==> src/rtl/core/tmi_pkg.sv <==
// tmi_pkg: sizes, command and opcode codes, and the structs shared by the
// tape machine interpreter modules. No dependencies.
`default_nettype none

package tmi_pkg;

   localparam int PROG_DEPTH = 4096;
   localparam int TAPE_CELLS = 32768;

   // program address, program counter (holds PROG_DEPTH itself), cell pointer
   localparam int PA_W  = $clog2(PROG_DEPTH);
   localparam int PC_W  = PA_W + 1;
   localparam int CP_W  = (TAPE_CELLS > 1) ? $clog2(TAPE_CELLS) : 1;
   localparam int ALU_W = (CP_W > PC_W) ? ((CP_W > 8) ? CP_W : 8)
                                        : ((PC_W > 8) ? PC_W : 8);

   // fixed field widths of the transactions
   localparam int OPC_W    = 2;
   localparam int ADDR_W   = 12;
   localparam int LEN_W    = 13;
   localparam int PCNOW_W  = 13;
   localparam int REQ_DW   = 32;
   localparam int RSP_DW   = 24;
   localparam int CSR_AW   = 3;
   localparam int CSR_DW   = 32;

   localparam logic [CSR_AW-1:0] CSR_PROG_LEN = 3'd0;

   localparam logic [OPC_W-1:0] OP_LOAD    = 2'd0;
   localparam logic [OPC_W-1:0] OP_STEP    = 2'd1;
   localparam logic [OPC_W-1:0] OP_RESTART = 2'd2;

   localparam logic [7:0] CMD_RIGHT = 8'h3E;
   localparam logic [7:0] CMD_LEFT  = 8'h3C;
   localparam logic [7:0] CMD_INC   = 8'h2B;
   localparam logic [7:0] CMD_DEC   = 8'h2D;
   localparam logic [7:0] CMD_OUT   = 8'h2E;
   localparam logic [7:0] CMD_IN    = 8'h2C;
   localparam logic [7:0] CMD_OPEN  = 8'h5B;
   localparam logic [7:0] CMD_CLOSE = 8'h5D;

   typedef struct packed {
      logic [OPC_W-1:0]  opcode;
      logic [ADDR_W-1:0] prog_addr;
      logic [7:0]        prog_byte;
      logic              in_valid;
      logic [7:0]        in_byte;
   } item_type;

   typedef struct packed {
      logic               out_valid;
      logic [7:0]         out_byte;
      logic               input_taken;
      logic               halted;
      logic [PCNOW_W-1:0] pc_now;
   } result_type;

   typedef enum logic {
      ALU_INC = 1'b0,
      ALU_DEC = 1'b1
   } alu_op_type;

   typedef struct packed {
      alu_op_type       op;
      logic [ALU_W-1:0] a;
      logic [ALU_W-1:0] b;
   } alu_req_type;

   typedef struct packed {
      logic [ALU_W-1:0] sum;
      logic             eq;
   } alu_rsp_type;

endpackage

`default_nettype wire

==> src/rtl/core/tmi_alu.sv <==
// tmi_alu: shared increment/decrement unit with a compare against a limit.
// Depends on tmi_pkg.
`default_nettype none

module tmi_alu (
   input  tmi_pkg::alu_req_type req,
   output tmi_pkg::alu_rsp_type rsp
);

   logic [tmi_pkg::ALU_W-1:0] sum;

   always_comb begin
      case (req.op)
         tmi_pkg::ALU_INC: sum = req.a + tmi_pkg::ALU_W'(1);
         tmi_pkg::ALU_DEC: sum = req.a - tmi_pkg::ALU_W'(1);
         default:          sum = req.a;
      endcase
   end

   assign rsp.sum = sum;
   assign rsp.eq  = (sum == req.b);

endmodule

`default_nettype wire

==> config.mk <==
export PLATFORM = sky130hd
export DESIGN_NAME = tmi_alu
export DESIGN_NICKNAME = d
export VERILOG_FILES = /design/src/rtl/core/tmi_pkg.sv /design/src/rtl/core/tmi_alu.sv
export SDC_FILE = /design/constraint.sdc
export NUM_CORES = 1
export LEC_CHECK = 0
export BUFFER_PORTS_ARGS = -buffer_cell sky130_fd_sc_hd__buf_2
export CAP_MARGIN = 20
export CORE_MARGIN = 2
export CORE_UTILIZATION = 54
export DETAILED_ROUTE_END_ITERATION = 8
export PLACE_DENSITY = 0.95
export SYNTH_ARGS = -nofsm -noshare
export SYNTH_HDL_FRONTEND = slang
export SYNTH_SLANG_ARGS = --single-unit
==> constraint.sdc <==
create_clock -name vclk -period 9.35
set_clock_uncertainty 0.2 [all_clocks]
set_input_delay 2.805 -clock vclk [all_inputs]
set_output_delay 2.805 -clock vclk [all_outputs]
set_load 0.1 [all_outputs]
==> results of run 1 <==
==> metrics by stage <==
stage,util (%),cells,area [µm²],total power [W],setup WS (ps)
3_3_place_gp,77.7,192,1370,0.000210,480
3_5_place_dp,77.7,192,1370,0.000215,315
6_report,77.7,192,1370,0.000216,301
5_1_grt,77.7,192,1370,0.000226,126
2_1_floorplan,-,124,1110,0.000181,66.7
4_1_cts,77.7,192,1370,0.000216,306
==> cell families after synthesis <==
family	after synthesis
adders and majority gates	14
AOI/OAI and AO/OA	43
xor gates and xnor gates	27
and+or+nand+nor	28
buffers and inverters	11
muxes	1
==> placed cells by master, fill, tap and decap left out, types with 2 or more instances in the layout <==
cell,count
nand3_1,2
and2_1,2
nand4_1,2
buf_2,46
a21o_2,2
a311oi_1,2
a21oi_1,13
a22o_1,2
ha_1,13
a21o_1,7
xnor2_1,11
nor2_1,5
xnor2_2,2
and4_1,2
xor2_1,8
nor3_1,3
o22ai_1,2
o21ai_0,2
nand2_1,5
inv_1,6
==> power groups by stage <==
| stage | clock (W) | combinational, W | sequential [W] |
|---|---|---|---|
| 6_report | 0 | 0.000216 | 0 |
| 5_1_grt | 0 | 0.000226 | 0 |
| 4_1_cts | 0 | 0.000216 | 0 |
| 3_5_place_dp | 0 | 0.000215 | 0 |
| 3_3_place_gp | 0 | 0.000210 | 0 |
| 2_1_floorplan | 0 | 0.000181 | 0 |
==> path summary, 6_finish.rpt <==
check | depth (start not counted) | from | slack [ps] | endpoint
worst max-delay path | 11 | req[30] | 300 | rsp[0]
worst min-delay path | 3 | req[15] | 5880 | rsp[1]
==> per-layer routing <==
layer / vias to the layer above / share of wire [%]
met2: 45 / 53
met4: 0 / 0.47
met1: 542 / 42
li1: 556 / -
met5: - / 0
met3: 2 / 4.0
==> layout make-up <==
class	count	area, µm²
multi-input combinational	113	1060
fill	144	394
timing repair buffer	48	258
tap	25	31.3
inverter	6	22.5
==> worst min-delay path, stage by stage <==
cell and delay [ps]:
buf_2 140, inv_1 50, buf_2 280
==> impl_metrics.json, run 1 <==
{
  "combPwrFrac_pct": 100.0,
  "drtIter0Drc": 23,
  "setup_viol_count_final": 0,
  "rows": 15,
  "cp-end-kind": "output port",
  "drt_wl_total_mm": 2.96,
  "crit_type": "input port to output port",
  "p_int_w": 0.0000575,
  "drt_first_pass_iters": 4,
  "yosys_warnings": 0,
  "finalCritPeriodShare_pct": 96.8,
  "cp-start-kind": "input port",
  "die_x_um": 47.8,
  "drv_slew": 0,
  "seqPwrFrac_pct": 0,
  "ant_nets": 0,
  "syn2layout_area_growth_pct": 32.1,
  "nFlopsAndLatches": 0,
  "synth_common_cells": "xnor2_1, a21oi_1, ha_1, xor2_1, a21o_1",
  "cp_top_family": "compound AO/OA/AOI/OAI gates",
  "power.leakage_nw": 0.679,
  "post-route-min-period_ps": 9050,
  "grt_pass1_vias": 1043,
  "critPathRequiredTime_ps": 6350,
  "cp.buffers_inverters": 2,
  "power.density_nw_per_um2": 158,
  "cp_slowest_cell": "ha_1",
  "status": "completed",
  "grt-busiest-layer": "met2",
  "yosysUniqueCellTypes": 46,
  "max_freq_mhz": 111,
  "viasPerCell": 5.96,
  "path_cells": "buf_2 > ha_1 > and2_1 > a2111oi_4 > a21oi_2 > a31oi_2 > o21ai_0 > a21oi_1 > xnor3_2 > nor4_4 > buf_12",
  "relSlewSlack_pct": 65.3,
  "gp_congestion": 0.822,
  "finalHoldViolations": 0,
  "post-dp-hpwl_mm": 2.49,
  "syn_inst": 124,
  "cts_resized": 0,
  "tightest_slew_ps": 507,
  "synth_top_family_by_area": "compound AO/OA/AOI/OAI gates",
  "muxShareOfSynthArea_pct": 0.965,
  "layout-drive-gt1-share_pct": 40.1,
  "postCtsSetupBuffers": 0,
  "synth_compound_area_share_pct": 33.5,
  "die_h_um": 47.8,
  "clkbuf_count": 0,
  "synth.area.top_cells": "ha_1, xnor2_1, xor2_1, a21oi_1, a21o_1",
  "grt_start_max_net_pins": 16,
  "nets": 214,
  "power.net_switching_w": 0.000159,
  "ir_drop_v": 0.000135,
  "slowest_delay_ps": 460,
  "avgSynthCellArea_um2": 8.36,
  "core-area_um2": 1760,
  "syn_area_um2": 1040,
  "synth_xor_area_share_pct": 27.5,
  "synth_fp_nets": 169,
  "grt_use_met2_pct": 54.1,
  "grt_pass1_wl_mm": 4.53,
  "crit_fanout": 15,
  "drc": 0,
  "hold_buffers": 0,
  "hold_slack_ps": 5880,
  "die-area_um2": 2290,
  "synthAdderAreaFrac_pct": 17.6,
  "grt_use_total_pct": 27.4,
  "yosysTopAreaCell": "ha_1",
  "gr-total-overflow": 0,
  "power.share.switching_pct": 73.4,
  "grtUsageMet3_pct": 0.377,
  "grt_util_met1_pct": 33.9,
  "synth_top_area_share_pct": 15.7,
  "antenna_found_initial": 0,
  "vias": 1145,
  "rsz0062_at_grt": "false",
  "seq_area_um2": 0,
  "synthSimpleGateAreaFrac_pct": 15.6,
  "drv_cap": 0,
  "clkPwrFrac_pct": 0,
  "min_path_type": "input port to output port",
  "yosysMostFrequentCell": "xnor2_1",
  "timing.setup.tns_ps": 0,
  "crit_arrival_ps": 6040,
  "initial_core_util_pct": 58.8,
  "io_buffers": 47,
  "seq_area_frac_synth_pct": 0,
  "antenna_cells": 0,
  "num_io_pins": 47,
  "wl_per_cell_um": 15.4
}
(Power assumes the default switching activity.)
==> run 2, diff against run 1 <==
--- a/config.mk
+++ b/config.mk
@@ -7,8 +7,10 @@
 export LEC_CHECK = 0
 export BUFFER_PORTS_ARGS = -buffer_cell sky130_fd_sc_hd__buf_2
 export CAP_MARGIN = 20
+export CELL_PAD_IN_SITES_DETAIL_PLACEMENT = 2
+export CELL_PAD_IN_SITES_GLOBAL_PLACEMENT = 2
 export CORE_MARGIN = 2
-export CORE_UTILIZATION = 54
+export CORE_UTILIZATION = 30
 export DETAILED_ROUTE_END_ITERATION = 8
 export PLACE_DENSITY = 0.95
 export SYNTH_ARGS = -nofsm -noshare
==> run 2 against run 1 <==
Sequential share of layout area is the same. Final cell count up 11%. Worst setup slack worse by 68 ps. Sequential cell count stayed put. Count of clock-buffer cells in the layout unchanged. Non-clock buffer count stayed put. Cell area is 1.9% higher. Global-route usage decreased by 7.2 points.
==> impl_metrics.json, run 2 (same netlist as run 1, synthesis figures left out) <==
{
  "die_x_um": 62.8,
  "core-area_um2": 3340,
  "clkbuf_count": 0,
  "initial_core_util_pct": 31.1,
  "drv_cap": 0,
  "tightest_slew_ps": 601,
  "whs_path_depth": 3,
  "crit_fanout": 15,
  "dpl.cell_count": 213,
  "grt_use_total_pct": 20.1,
  "seq_area_um2": 0,
  "power.density_nw_per_um2": 158,
  "drc": 0,
  "layout-drive-gt1-share_pct": 40.1,
  "num_io_pins": 47,
  "gr-total-overflow": 0,
  "post-dp-hpwl_mm": 3.42,
  "seqPwrFrac_pct": 0,
  "min_from": "req[15]",
  "setup_viol_count_final": 0,
  "status": "completed",
  "power.net_switching_w": 0.000162,
  "grt_pass1_wl_mm": 6.42,
  "finalHoldViolations": 0,
  "grt_start_max_net_pins": 16,
  "viasPerCell": 5.36,
  "nets": 214,
  "crit_arrival_ps": 6110,
  "min_path_type": "input port to output port",
  "cp-start-kind": "input port",
  "clkPwrFrac_pct": 0,
  "timing.setup.tns_ps": 0,
  "vias": 1142,
  "final_common_cell": "buf_2",
  "final_util_pct": 41.8,
  "cts_resized": 0,
  "critPathRequiredTime_ps": 6350,
  "antenna_found_initial": 0,
  "combPwrFrac_pct": 100.0,
  "die_h_um": 62.8,
  "cp-end-kind": "output port",
  "p_int_w": 0.0000577,
  "crit_type": "input port to output port",
  "power.leakage_nw": 0.679,
  "finalCritPeriodShare_pct": 97.5,
  "io_buffers": 47,
  "gp_congestion": 0.872,
  "drv_slew": 0,
  "syn2layout_area_growth_pct": 34.6,
  "antenna_cells": 0,
  "max_freq_mhz": 110,
  "ant_nets": 0,
  "mostFrequentLayoutCells": "buf_2, a21oi_1, ha_1",
  "grt_pass1_vias": 1263,
  "power.share.switching_pct": 73.8,
  "wl_per_cell_um": 18.1,
  "drtIter0Drc": 24,
  "drt_wl_total_mm": 3.86,
  "nFlopsAndLatches": 0,
  "die-area_um2": 3940,
  "postCtsSetupBuffers": 0,
  "post-route-min-period_ps": 9120,
  "relSlewSlack_pct": 58.9,
  "ir_drop_v": 0.0000644,
  "fin_cells": 213,
  "drt_first_pass_iters": 4,
  "hold_buffers": 0,
  "rows": 21,
  "rsz0062_at_grt": "false",
  "holdPathEnd": "rsp[1]"
}
[run 2: power by group through the flow]
stage / combinational, W / sequential [W] / clock, W
finish: 0.000220 / 0 / 0
detailed placement: 0.000220 / 0 / 0
global route: 0.000231 / 0 / 0
global placement: 0.000213 / 0 / 0
CTS: 0.000221 / 0 / 0
floorplan: 0.000181 / 0 / 0
[run 2: routing by layer]
metal	up-vias	GRT usage (%)	share of wire, %
met3	4	1.44	3.5
met2	38	41.7	54
met5	-	0	0
li1	560	-	-
met4	0	1.94	1.1
met1	540	22.7	42
[run 2: cell type report]
cell class	instances	area, µm²
Tap cell	46	57.6
Inverter	6	22.5
Timing Repair Buffer	48	258
Fill cell	399	1940
Multi-Input combinational cell	113	1060
[run 2: through the flow]
stage	cell area (µm²)	worst slack (ps)	total power [W]	hold WS (ps)
after CTS	1400	204	0.000221	5920
after floorplan	1110	66.7	0.000181	5740
after global routing	1400	10.5	0.000231	5930
after global placement	1400	456	0.000213	5880
after detailed placement	1400	221	0.000220	5910
final	1400	233	0.000220	5900
[run 2: worst max path at each step]
stage / start / to / slack, ps / cells after the start
2_1_floorplan: req[15] / rsp[0] / 70 / 9
3_3_place_gp: req[30] / rsp[0] / 460 / 11
3_5_place_dp: req[30] / rsp[0] / 220 / 11
4_1_cts: req[30] / rsp[0] / 200 / 11
5_1_grt: req[30] / rsp[0] / 10 / 11
6_report: req[30] / rsp[0] / 230 / 11
[run 2: critical path, stage by stage]
cell and delay [ps]:
buf_2 300, ha_1 470, and2_1 270, a2111oi_4 400, a21oi_2 180, a31oi_2 360, o21ai_0 180, a21oi_1 270
xnor3_2 310, nor4_4 330, buf_12 220
==> run 3, diff against run 2 <==
--- a/config.mk
+++ b/config.mk
@@ -5,12 +5,13 @@
 export SDC_FILE = /design/constraint.sdc
 export NUM_CORES = 1
 export LEC_CHECK = 0
+export ABC_AREA = 1
 export BUFFER_PORTS_ARGS = -buffer_cell sky130_fd_sc_hd__buf_2
 export CAP_MARGIN = 20
 export CELL_PAD_IN_SITES_DETAIL_PLACEMENT = 2
 export CELL_PAD_IN_SITES_GLOBAL_PLACEMENT = 2
 export CORE_MARGIN = 2
-export CORE_UTILIZATION = 30
+export CORE_UTILIZATION = 26
 export DETAILED_ROUTE_END_ITERATION = 8
 export PLACE_DENSITY = 0.95
 export SYNTH_ARGS = -nofsm -noshare
==> run 3 against run 2 <==
Largest cell class unchanged. First-iteration DRC count increased by 42%. Worst setup slack improved by 960 ps. Sequential share of layout area unchanged. Final cell count increased by 63%.
==> impl_metrics.json, run 3 <==
{
  "post-dp-hpwl_mm": 4.88,
  "initial_core_util_pct": 26.9,
  "cp-end-kind": "output port",
  "grt_util_met1_pct": 24.6,
  "core-area_um2": 4690,
  "synthAdderAreaFrac_pct": 14.5,
  "wl_per_cell_um": 15.1,
  "synth_compound_area_share_pct": 4.96,
  "drc": 0,
  "drtIter0Drc": 34,
  "layout-drive-gt1-share_pct": 25.2,
  "power.density_nw_per_um2": 123,
  "power.leakage_nw": 1.02,
  "synth_fp_nets": 292,
  "crit_type": "input port to output port",
  "synth_xor_area_share_pct": 2.08,
  "cp-start-kind": "input port",
  "seq_area_um2": 0,
  "syn_area_um2": 1260,
  "p_int_w": 0.0000430,
  "nets": 341,
  "post-route-min-period_ps": 8160,
  "ant_nets": 0,
  "vias": 1706,
  "synth_common_cells": "nand2_1, inv_1, nand3_1, nand2_2, nor2_1",
  "viasPerCell": 4.90,
  "max_freq_mhz": 123,
  "grt_pass1_vias": 1923,
  "nFlopsAndLatches": 0,
  "setup_viol_count_final": 0,
  "syn2layout_area_growth_pct": 24.0,
  "syn_inst": 247,
  "cts_resized": 0,
  "die-area_um2": 5420,
  "grt-busiest-layer": "met2",
  "die_x_um": 73.6,
  "io_buffers": 47,
  "seqPwrFrac_pct": 0,
  "antenna_found_initial": 0,
  "mostFrequentLayoutCells": "nand2_1, inv_1, buf_2",
  "clkPwrFrac_pct": 0,
  "gr-total-overflow": 0,
  "clkbuf_count": 0,
  "combPwrFrac_pct": 100.0,
  "finalHoldViolations": 0,
  "synth_top_area_share_pct": 27.1,
  "drt_wl_total_mm": 5.24,
  "grt_start_max_net_pins": 16,
  "synth_top_family_by_area": "simple AND/OR/NAND/NOR gates",
  "rsz0062_at_grt": "false",
  "yosys_warnings": 0,
  "yosysTopAreaCell": "nand2_1",
  "dpl_cell_area_um2": 1560,
  "hold_buffers": 0,
  "final_common_cell": "nand2_1",
  "grt_use_total_pct": 20.2,
  "num_io_pins": 47,
  "min_path_type": "input port to output port",
  "avgSynthCellArea_um2": 5.11,
  "yosysMostFrequentCell": "nand2_1",
  "seq_area_frac_synth_pct": 0,
  "power.net_switching_w": 0.000150,
  "yosysUniqueCellTypes": 21,
  "tightest_slew_ps": 486,
  "finalCritPeriodShare_pct": 87.2,
  "gp_congestion": 0.812,
  "antenna_cells": 0,
  "timing.setup.tns_ps": 0,
  "synthSimpleGateAreaFrac_pct": 64.2,
  "postCtsSetupBuffers": 0,
  "synth.area.top_cells": "nand2_1, inv_1, nand3_1, ha_1, nand2_2",
  "muxShareOfSynthArea_pct": 0,
  "crit_fanout": 15,
  "ir_drop_v": 0.0000440,
  "drv_slew": 0,
  "drv_cap": 0,
  "critPathRequiredTime_ps": 6350,
  "grt_pass1_wl_mm": 8.63,
  "crit_arrival_ps": 5150,
  "grtUsageMet3_pct": 1.10,
  "grt_use_met2_pct": 39.4,
  "drt_first_pass_iters": 4,
  "fin_area_um2": 1560,
  "rows": 25,
  "die_h_um": 73.6,
  "status": "completed",
  "relSlewSlack_pct": 67.8,
  "power.share.switching_pct": 77.7
}
[run 3: cell types whose count changed after synthesis, sizes merged, moves of 3 or more]
cell,previous run,this run
nand2,5,105
inv,6,48
nand3,2,42
xnor2,14,2
nor2,5,16
a21o,9,0
xor2,10,1
a21oi,14,8
nand3b,0,5
clkbuf,3,0
[run 3: worst max-delay path, cell delays in order]
cell     delay, ps
buf_2          220
fa_1           500
nand2_1        170
nand2_1        120
nand3_2         90
nand2_2         90
nand2_2        100
nand3_1        110
nand3_2        100
nand3_1        100
nor2_1         130
nand2_1         70
nor2_1         100
buf_2          430
[run 3: layer usage]
metal / vias to the layer above / wire, µm
met5: - / 0
met2: 26 / 2720
li1: 874 / -
met4: 0 / 44
met3: 4 / 123
met1: 802 / 2360
[run 3: power groups by stage]
stage          Clock, W  Combinational [W]  Sequential, W
2_1_floorplan         0           0.000151              0
3_3_place_gp          0           0.000184              0
3_5_place_dp          0           0.000194              0
4_1_cts               0           0.000194              0
5_1_grt               0           0.000209              0
6_report              0           0.000193              0
[run 3: kinds of logic after synthesis]
family	Yosys count
AND/OR/NAND/NOR	173
XOR/XNOR	3
AO/OA/AOI/OAI	9
buffers and inverters	48
adder cells (fa/ha/maj)	14
[run 3: area by class of cell]
class / count / area, µm²
Multi-Input combinational cell: 199 / 1080
Timing Repair Buffer: 47 / 235
Inverter: 48 / 180
Fill cell: 659 / 3130
Tap cell: 54 / 67.6
[run 3: path summary, 6_finish.rpt]
check                    end  slack, ps  depth (start not counted)    start
worst min-delay path  rsp[1]       5870                          3  req[15]
worst max-delay path  rsp[0]       1190                         14  req[30]
[run 3: metrics by stage]
stage               cells  hold WS [ps]  power [W]  setup slack [ps]  utilization [%]
floorplan             247          5750   0.000151               373                -
global placement      348          5870   0.000184              1390             33.3
detailed placement    348          5880   0.000194              1200             33.3
CTS                   348          5880   0.000194              1180             33.3
global route          348          5900   0.000209               998             33.3
finish                348          5870   0.000193              1190             33.3
